File: config.mk
export PLATFORM = sky130hd
export DESIGN_NAME = stream_duplicate_remover
export DESIGN_NICKNAME = d
export VERILOG_FILES = /design/src/design/sdr_pkg.sv /design/src/design/stream_duplicate_remover.sv /design/src/design/sdr_ctrl.sv /design/src/design/sdr_datapath.sv
export SDC_FILE = /design/constraint.sdc
export NUM_CORES = 2
export LEC_CHECK = 0
export BUFFER_PORTS_ARGS = -buffer_cell sky130_fd_sc_hd__buf_2
export CAP_MARGIN = 20
export CORE_MARGIN = 4
export CORE_UTILIZATION = 57
export CTS_CLUSTER_SIZE = 30
export DETAILED_ROUTE_END_ITERATION = 7
export HOLD_SLACK_MARGIN = 0.06
export PLACE_DENSITY = 0.76
export SLEW_MARGIN = 20
export SYNTH_ARGS = -nofsm -noshare
export SYNTH_HDL_FRONTEND = slang
export SYNTH_SLANG_ARGS = --single-unit
File: constraint.sdc
create_clock -name clk -period 4.2 [get_ports clk]
set_input_delay 0.21 -clock clk [delete_from_list [all_inputs] [get_ports clk]]
set_output_delay 0.21 -clock clk [all_outputs]
set_load 0.02 [all_outputs]
File: src/design/sdr_pkg.sv
// ----------------------------------------------------------------------------
// sdr_pkg
// Shared constants and controller/datapath interface types for the
// stream duplicate remover.
// ----------------------------------------------------------------------------
package sdr_pkg;

  // field widths
  localparam int VALUE_W     = 32;
  localparam int COUNT_OUT_W = 7;

  // default table depth
  localparam int MAX_DISTINCT_DEFAULT = 64;

  // commands from controller to datapath
  typedef struct packed {
    logic load;    // latch a new transaction, restart the scan
    logic read;    // read the next table entry
    logic finish;  // decide, update the table, present the result
  } sdr_cmd_t;

  // status from datapath to controller
  typedef struct packed {
    logic count_zero;  // table holds no entries
    logic scan_last;   // the read being issued is of the last stored entry
  } sdr_sts_t;

endpackage

File: src/design/stream_duplicate_remover.sv
// ----------------------------------------------------------------------------
// stream_duplicate_remover
// Each transaction passes through an accept cycle, a scan of the N distinct
// values already stored for the current list (0 to MAX_DISTINCT), one stored
// entry per cycle through the table memory's single read port, and a
// decision cycle in which the result is registered. The result
// shows on the output ports for exactly one cycle with done high, and busy is
// already low in that cycle, so the next transaction may start then. The
// receiver cannot stall; results must be captured when done is high. After
// an element with last set the table is empty for the next list.
// ----------------------------------------------------------------------------
module stream_duplicate_remover #(
  parameter int MAX_DISTINCT = sdr_pkg::MAX_DISTINCT_DEFAULT
) (
  input  logic                                clk,
  input  logic                                rst,
  input  logic                                start,
  output logic                                busy,
  input  logic signed [sdr_pkg::VALUE_W-1:0]  value,
  input  logic                                last,
  output logic                                done,
  output logic signed [sdr_pkg::VALUE_W-1:0]  value_out,
  output logic                                keep,
  output logic [sdr_pkg::COUNT_OUT_W-1:0]     distinct_count,
  output logic                                table_overflow,
  output logic                                last_out
);
  import sdr_pkg::*;

  sdr_cmd_t cmd;
  sdr_sts_t sts;

  // sequencer
  sdr_ctrl u_ctrl (
    .clk   (clk),
    .rst   (rst),
    .start (start),
    .sts   (sts),
    .cmd   (cmd),
    .busy  (busy)
  );

  // table, compare and result registers
  sdr_datapath #(
    .MAX_DISTINCT (MAX_DISTINCT)
  ) u_datapath (
    .clk            (clk),
    .rst            (rst),
    .cmd            (cmd),
    .sts            (sts),
    .value          (value),
    .last           (last),
    .done           (done),
    .value_out      (value_out),
    .keep           (keep),
    .distinct_count (distinct_count),
    .table_overflow (table_overflow),
    .last_out       (last_out)
  );

  // an accepted transaction always occupies the block next cycle
  assert property (@(posedge clk) disable iff (rst) (start && !busy) |=> busy)
    else $error("busy not raised after accepted transaction");

  // the result strobe comes with the block free again
  assert property (@(posedge clk) disable iff (rst) done |-> !busy)
    else $error("result strobe while busy");

  // a repeated value never flags overflow
  assert property (@(posedge clk) disable iff (rst) (done && !keep) |-> !table_overflow)
    else $error("overflow on repeated value");

  // the table is empty once the last element of a list is reported
  assert property (@(posedge clk) disable iff (rst) (done && last_out) |-> sts.count_zero)
    else $error("table not cleared after last element");

endmodule

File: src/design/sdr_ctrl.sv
// ----------------------------------------------------------------------------
// sdr_ctrl
// Sequencer for one transaction: accept, scan the stored entries one per
// cycle, then commit the decision.
// ----------------------------------------------------------------------------
module sdr_ctrl (
  input  logic              clk,
  input  logic              rst,
  input  logic              start,
  input  sdr_pkg::sdr_sts_t sts,
  output sdr_pkg::sdr_cmd_t cmd,
  output logic              busy
);
  import sdr_pkg::*;

  localparam logic [1:0] S_IDLE   = 2'd0;
  localparam logic [1:0] S_SCAN   = 2'd1;
  localparam logic [1:0] S_FINISH = 2'd2;

  logic [1:0] state;
  logic [1:0] state_next;

  // state register
  always_ff @(posedge clk) begin
    if (rst) begin
      state <= S_IDLE;
    end else begin
      state <= state_next;
    end
  end

  // next state and commands
  always_comb begin
    state_next = state;
    cmd        = '0;
    unique case (state)
      S_IDLE: begin
        if (start) begin
          cmd.load   = 1'b1;
          state_next = sts.count_zero ? S_FINISH : S_SCAN;
        end
      end
      S_SCAN: begin
        cmd.read = 1'b1;
        if (sts.scan_last) begin
          state_next = S_FINISH;
        end
      end
      S_FINISH: begin
        cmd.finish = 1'b1;
        state_next = S_IDLE;
      end
      default: begin
        state_next = S_IDLE;
      end
    endcase
  end

  assign busy = (state != S_IDLE);

endmodule

File: src/design/sdr_datapath.sv
// ----------------------------------------------------------------------------
// sdr_datapath
// Distinct-value table memory, scan compare, entry count and result
// registers.
// ----------------------------------------------------------------------------
module sdr_datapath #(
  parameter int MAX_DISTINCT = sdr_pkg::MAX_DISTINCT_DEFAULT
) (
  input  logic                                clk,
  input  logic                                rst,
  input  sdr_pkg::sdr_cmd_t                   cmd,
  output sdr_pkg::sdr_sts_t                   sts,
  input  logic signed [sdr_pkg::VALUE_W-1:0]  value,
  input  logic                                last,
  output logic                                done,
  output logic signed [sdr_pkg::VALUE_W-1:0]  value_out,
  output logic                                keep,
  output logic [sdr_pkg::COUNT_OUT_W-1:0]     distinct_count,
  output logic                                table_overflow,
  output logic                                last_out
);
  import sdr_pkg::*;

  localparam int CntW = $clog2(MAX_DISTINCT + 1);
  localparam int IdxW = $clog2(MAX_DISTINCT);

  logic signed [VALUE_W-1:0] mem [MAX_DISTINCT];
  logic signed [VALUE_W-1:0] rd_data;
  logic signed [VALUE_W-1:0] cur_value;
  logic                      cur_last;
  logic [CntW-1:0]           count;
  logic [CntW-1:0]           count_next;
  logic [CntW-1:0]           count_after;
  logic [CntW-1:0]           rd_idx;
  logic                      cmp_valid;
  logic                      match;
  logic                      match_now;
  logic                      table_full;
  logic                      wr_en;

  // status to the controller
  assign sts.count_zero = (count == '0);
  assign sts.scan_last  = (rd_idx == CntW'(count - 1'b1));

  // table memory, one read and one write port
  always_ff @(posedge clk) begin
    if (wr_en) begin
      mem[count[IdxW-1:0]] <= cur_value;
    end
    if (cmd.read) begin
      rd_data <= mem[rd_idx[IdxW-1:0]];
    end
  end

  // transaction latch
  always_ff @(posedge clk) begin
    if (cmd.load) begin
      cur_value <= value;
      cur_last  <= last;
    end
  end

  // scan pointer, compare valid and match accumulator
  always_ff @(posedge clk) begin
    if (rst) begin
      rd_idx    <= '0;
      cmp_valid <= 1'b0;
      match     <= 1'b0;
    end else begin
      cmp_valid <= cmd.read;
      if (cmd.load) begin
        rd_idx <= '0;
        match  <= 1'b0;
      end else begin
        if (cmd.read) begin
          rd_idx <= CntW'(rd_idx + 1'b1);
        end
        if (cmp_valid && (rd_data == cur_value)) begin
          match <= 1'b1;
        end
      end
    end
  end

  // decision on the final compare
  assign match_now   = match | (cmp_valid && (rd_data == cur_value));
  assign table_full  = (count >= CntW'(MAX_DISTINCT));
  assign wr_en       = cmd.finish && !match_now && !table_full;
  assign count_after = wr_en ? CntW'(count + 1'b1) : count;

  // entry count, cleared after the last element of a list
  always_comb begin
    count_next = count;
    if (cmd.finish) begin
      count_next = cur_last ? '0 : count_after;
    end
  end

  always_ff @(posedge clk) begin
    if (rst) begin
      count <= '0;
    end else begin
      count <= count_next;
    end
  end

  // result strobe
  always_ff @(posedge clk) begin
    if (rst) begin
      done <= 1'b0;
    end else begin
      done <= cmd.finish;
    end
  end

  // result payload
  always_ff @(posedge clk) begin
    if (cmd.finish) begin
      value_out      <= cur_value;
      keep           <= !match_now;
      distinct_count <= COUNT_OUT_W'(count_after);
      table_overflow <= !match_now && table_full;
      last_out       <= cur_last;
    end
  end

endmodule

* Word-level counts from Yosys, hierarchy flattened *
Memory sizes are Yosys's and may differ from the RTL's. A register that Yosys moved wholly into a read port is not among the register bits.
Index checks and enable logic that the tools add are counted.

storage, ports and cells
  memory bits (writable) = 2048
  bits of input ports = 36
  register bits = 94
  output and inout bits = 44
  memories = 1
  word-level logic and storage cells = 48

memories
  name            words  bits a word  rd ports  clocked after Yosys merged registers in  write ports  RTL line            text
  u_datapath.mem  64     32           1         1                                        1            sdr_datapath.sv:27  logic signed [VALUE_W-1:0] mem [MAX_DISTINCT];

operators by class
  add/subtract/negate cells = 3
  order comparisons = 1
  bitwise logic cells = 1
  equality and inequality tests = 6
  reductions and logical operators = 11
  multiplexer cells = 12

operator list
  kind                   number
  $eq A32 B32 Y1         1
  $add A7 B1 Y7 const B  2
  $mux W7                2
  $eq A7 B7 Y1           1
  $ge A7 B7 Y1 const B   1
  $logic_not A7 Y1       1
  $sub A7 B1 Y7 const B  1
  $mux W1                6
  $mux W2                3
  $logic_and A1 B1 Y1    4
  $ne A2 B2 Y1 const B   2
  $pmux W2 S2            1
  $eq A2 B1 Y1 const B   1
  $eq A2 B2 Y1 const B   1
  $logic_not A1 Y1       2
  $logic_not A2 Y1       1
  $reduce_and A2 Y1      1
  $reduce_bool A2 Y1     1
  $reduce_or A2 Y1       1
  $or A1 B1 Y1           1

* Longest topological paths before layout *
  depth after elaboration = 8
  mapped depth = 10
  depth with buffers taken out = 8

* Hierarchy *
A second synthesis with hierarchy kept.

unflattened totals
  cell total of the unflattened synthesis = 3607
  area total of the unflattened synthesis = 82329.0 um2

modules (own cells, without submodules)
  module        seq. area each (um2)  cells each  area an instance (um2)  instances
  sdr_datapath  65052.4               3594        82212.6                 1
  sdr_ctrl      40.0                  13          116.4                   1

* Worst setup path after synthesis *
No wires, ideal clock.

  path kind = reg2reg
  from = register u_datapath.cur_value[22]
  to = memory u_datapath.mem[61][0], enable pin
  clock period less this slack = 4117 ps
  setup time = 421 ps
  setup slack = 83 ps
  data required time = 3779 ps
  stages on the path, launching flop included = 8
  buffers on the path = 1
  arrival = 3696 ps
  cells stage by stage = edfxtp_1 -> xnor2_1 -> nand4_1 -> nor4_1 -> a31oi_1 -> clkbuf_1 -> nand4_1 -> nor2_1

on the way
  word-level cells in the longest chain between the ends = 8

RTL lines
  element                            RTL line            text
  start, declared                    sdr_datapath.sv:29  logic signed [VALUE_W-1:0] cur_value;
  start signal, assigned             sdr_datapath.sv:58  cur_value <= value;
  $eq A32 B32 Y1                     sdr_datapath.sv:86  assign match_now = match | (cmp_valid && (rd_data == cur_value));
  $logic_and A1 B1 Y1                sdr_datapath.sv:86
  $or A1 B1 Y1                       sdr_datapath.sv:86
  $logic_not A1 Y1                   sdr_datapath.sv:88  assign wr_en = cmd.finish && !match_now && !table_full;
  $logic_and A1 B1 Y1 (2 in series)  sdr_datapath.sv:88
  $mux W1                            sdr_datapath.sv:47  if (wr_en) begin
  $mux W1 (implied by the code)      sdr_datapath.sv:48  mem[count[IdxW-1:0]] <= cur_value;
  end, declared                      sdr_datapath.sv:27

No other way between the ends.

* Worst setup path after layout *
  from = register u_datapath.cur_value[17]
  to = memory u_datapath.mem[31][26], enable pin

The elaborated chain is that of the path after synthesis.

==> impl_metrics.tcl <==
set metrics [dict create \
    outcome "finished clean" \
    cp.required_ns 4.72 \
    die_width_um 388.9 \
    cts_made_buffers 202 \
    p_total_uw 44530 \
    finalWirelength_um 213200 \
    final_cell_mix "edfxtp_1, mux4_2, clkbuf_16" \
    grt_antenna_before_repair 29 \
    maxCapViolations 0 \
    grt_pass1_vias 40131 \
    synth_xor_area_frac 0.005084 \
    hold_end "u_datapath.cur_last" \
    ys.flop_type "edfxtp_1" \
    drt_iter0_drc 6060 \
    async_flop_share 0 \
    synth_top_family_by_area "multiplexers" \
    synthAdderAreaFrac 0.0004539 \
    wire_per_inst_um 37.12 \
    synth_fp_nets 3384 \
    timing.fmax_ghz 0.2687 \
    finalSetupViolCount 0 \
    initial_core_util 0.5749 \
    ios 80 \
    cts.clk_slew.worst_paths_ns 0.06 \
    min_period_over_period 0.8862 \
    cp-start-kind "flip-flop" \
    place_inst 5330 \
    rows 139 \
    clock_path_buffers 3 \
    r2r_slack_ns 0.48 \
    drc 0 \
    dp_hpwl_um 116200 \
    post-route-min-period_ns 3.722 \
    synth.area.mux_share 0.1793 \
    grt_pass1_wl_um 304300 \
    cts_max_level 4 \
    io_buffers 79 \
    cts_sinks 2174 \
    via_per_inst 6.913 \
    synth_compound_area_frac 0.006007 \
    worstMarginPinSlew_ns 1.077 \
    multi_input_area_um2 17210 \
    min_path_cells 2 \
    area_growth_pct 14.17 \
    n_fill_cell 8482 \
    slew_violations 0 \
    register_area_um2 65110 \
    ir_worst_vdd_uv 448.5 \
    cp-end-kind "flip-flop" \
    synthSimpleGateAreaFrac 0.01118 \
    track_usage 0.2871 \
    synth-seq-cells 2174 \
    synth_area_per_cell_um2 24.72 \
    fp.dieH_um 388.9 \
    critPathKind "flip-flop to flip-flop" \
    reg2reg_to "u_datapath.mem[31][26]" \
    worst-path-max-fanout 26 \
    leakage_uw 0.02820 \
    syn_inst 3345 \
    yosys_warnings 0 \
    cts_tree "done" \
    vias 39709 \
    reg2regPathDepth 9 \
    syn-cell-area_um2 82690 \
    hold_path_class "input pin to flip-flop" \
    cts_root_buffer "clkbuf_16" \
    grt_max_degree 71 \
    synth_edf_count 2155 \
    slew_headroom 0.2822 \
    grt-ovfl-total 0 \
    finalWeightedCongestion 0.8270 \
    clock_latency_ns 0.83 \
    design.die.area_um2 151200 \
    min-delay-start "last" \
    powerDensity_nw_per_um2 471.7 \
    worst_r2r_startpoint "u_datapath.cur_value[17]" \
    mostFrequentLayoutCell "edfxtp_1" \
    seq_area_frac_synth 0.7872 \
    drive_gt1_frac 0.3318 \
    finalClockSkew_ns 0.04208 \
    arrival_ns 4.24 \
    rsz0062_at_grt "no" \
    design.core.area_um2 143800 \
    synthDistinctLibCells 44 \
    report.final.hold_viol_count 0 \
    fin_setup_tns_ns 0 \
    drtAntennaViolNets 0 \
    dr.pass1.iters 6 \
    fin_cells 5744 \
    nNetsFinal 3708 \
]
[timing repair]
| item | CTS | global route |
|---|---|---|
| endpoints found under the hold margin | 61 | 0 |
| buffers inserted | 0 | 0 |
| resized for setup | 0 | 0 |
| hold buffers | 35 | 0 |
[synth_stat cells (all sizes together) (3+ instances only)]
| cell | count | share of area |
|---|---|---|
| xnor2 | 37 | 0.0039 |
| nor3 | 6 | 0.00036 |
| nand3 | 13 | 0.00079 |
| nand2b | 5 | 0.00038 |
| nor2b | 29 | 0.0022 |
| dfxtp | 19 | 0.0046 |
| ha | 3 | 0.00045 |
| buf | 105 | 0.0071 |
| nor2 | 82 | 0.0037 |
| clkbuf | 72 | 0.0033 |
| o21ai | 5 | 0.00030 |
| nand2 | 10 | 0.00045 |
| nand4 | 14 | 0.0011 |
| inv | 7 | 0.00032 |
| a21oi | 30 | 0.0018 |
| xor2 | 11 | 0.0012 |
| nor4 | 3 | 0.00023 |
| or3 | 4 | 0.00030 |
| a211oi | 26 | 0.0024 |
| mux4 | 646 | 0.18 |
| and2 | 5 | 0.00038 |
| mux2i | 28 | 0.0034 |
| edfxtp | 2155 | 0.78 |
| a31oi | 5 | 0.00038 |
[sequential cells by signal (all words and copies together) (netlist names)]
register	cells
u_datapath.cmp_valid	1
u_datapath.count	7
u_datapath.last_out	1
u_datapath.cur_value	32
u_datapath.cur_last	1
u_datapath.distinct_count	7
u_datapath.rd_idx	7
u_datapath.keep	1
u_datapath.done	1
u_ctrl.state	2
u_datapath.value_out	32
u_datapath.mem	2048
u_datapath.rd_data	32
u_datapath.table_overflow	1
u_datapath.match	1
[cell families after synthesis]
group           count (synthesis)
compound gates                 77
mux                           674
buf+inv                       184
xor+xnor                       48
fa+ha+maj                       3
flops                        2174
simple gates                  185
[worst max-delay path: stages (launching register included)]
cell and delay, ns:
edfxtp_1 0.43, xnor2_1 0.15, nand4_1 0.15, nor4_1 0.15, buf_4 0.17, a31oi_2 0.62, nand2_1 0.32, buf_4 0.29
nor2_4 0.81, buf_4 0.31
[power by group]
part / total [uW] / internal, uW / switching, uW
clock: 18100 / 10200 / 7870
combinational: 2010 / 612 / 1400
sequential: 24400 / 24300 / 81.4
total: 44500 / 35200 / 9350
[metrics by stage]
step           setup slack (ns)  area [um^2]  utilization  hold WS, ns
6_report                 0.4779        94400       0.6564       0.1410
5_1_grt                  0.3738        94380       0.6562       0.1173
4_1_cts                  0.3715        94320       0.6558      0.07742
3_5_place_dp             0.4808        87480       0.6082       0.3914
3_3_place_gp             0.6003        87400       0.6077       0.3910
2_1_floorplan           0.08258        82690            -       0.3089
[how the worst max path moves through the flow]
stage,startpoint,to
finish,u_datapath.cur_value[17],u_datapath.mem[31][26]
global route,u_datapath.cur_value[17],u_datapath.mem[31][26]
CTS,u_datapath.cur_value[17],u_datapath.mem[39][23]
detailed placement,u_datapath.cur_value[17],u_datapath.mem[39][23]
global placement,u_datapath.cur_value[4],u_datapath.mem[47][2]
floorplan,u_datapath.cur_value[22],u_datapath.mem[61][0]
[area by class of cell]
type,instances,share of cell area
diodes,10,0.0002651
clock buffers,255,0.05753
clock inverters,111,0.01121
inverters,7,0.0002783
multi-input cells,987,0.1823
flip-flops and latches,2174,0.6897
well taps,1903,0.02522
repair buffers,297,0.03348
[layer usage]
metal  GRT usage  share of wire  vias up  wire, um
met4     0.09583          0.036       10      7677
met2      0.4579           0.49     3023    105500
li1            -              -    15123         -
met3     0.07308           0.12      443     25330
met1      0.3964           0.35    21110     74650
met5           0        0.00028        -        59
Power figures use the tool's default switching activity.
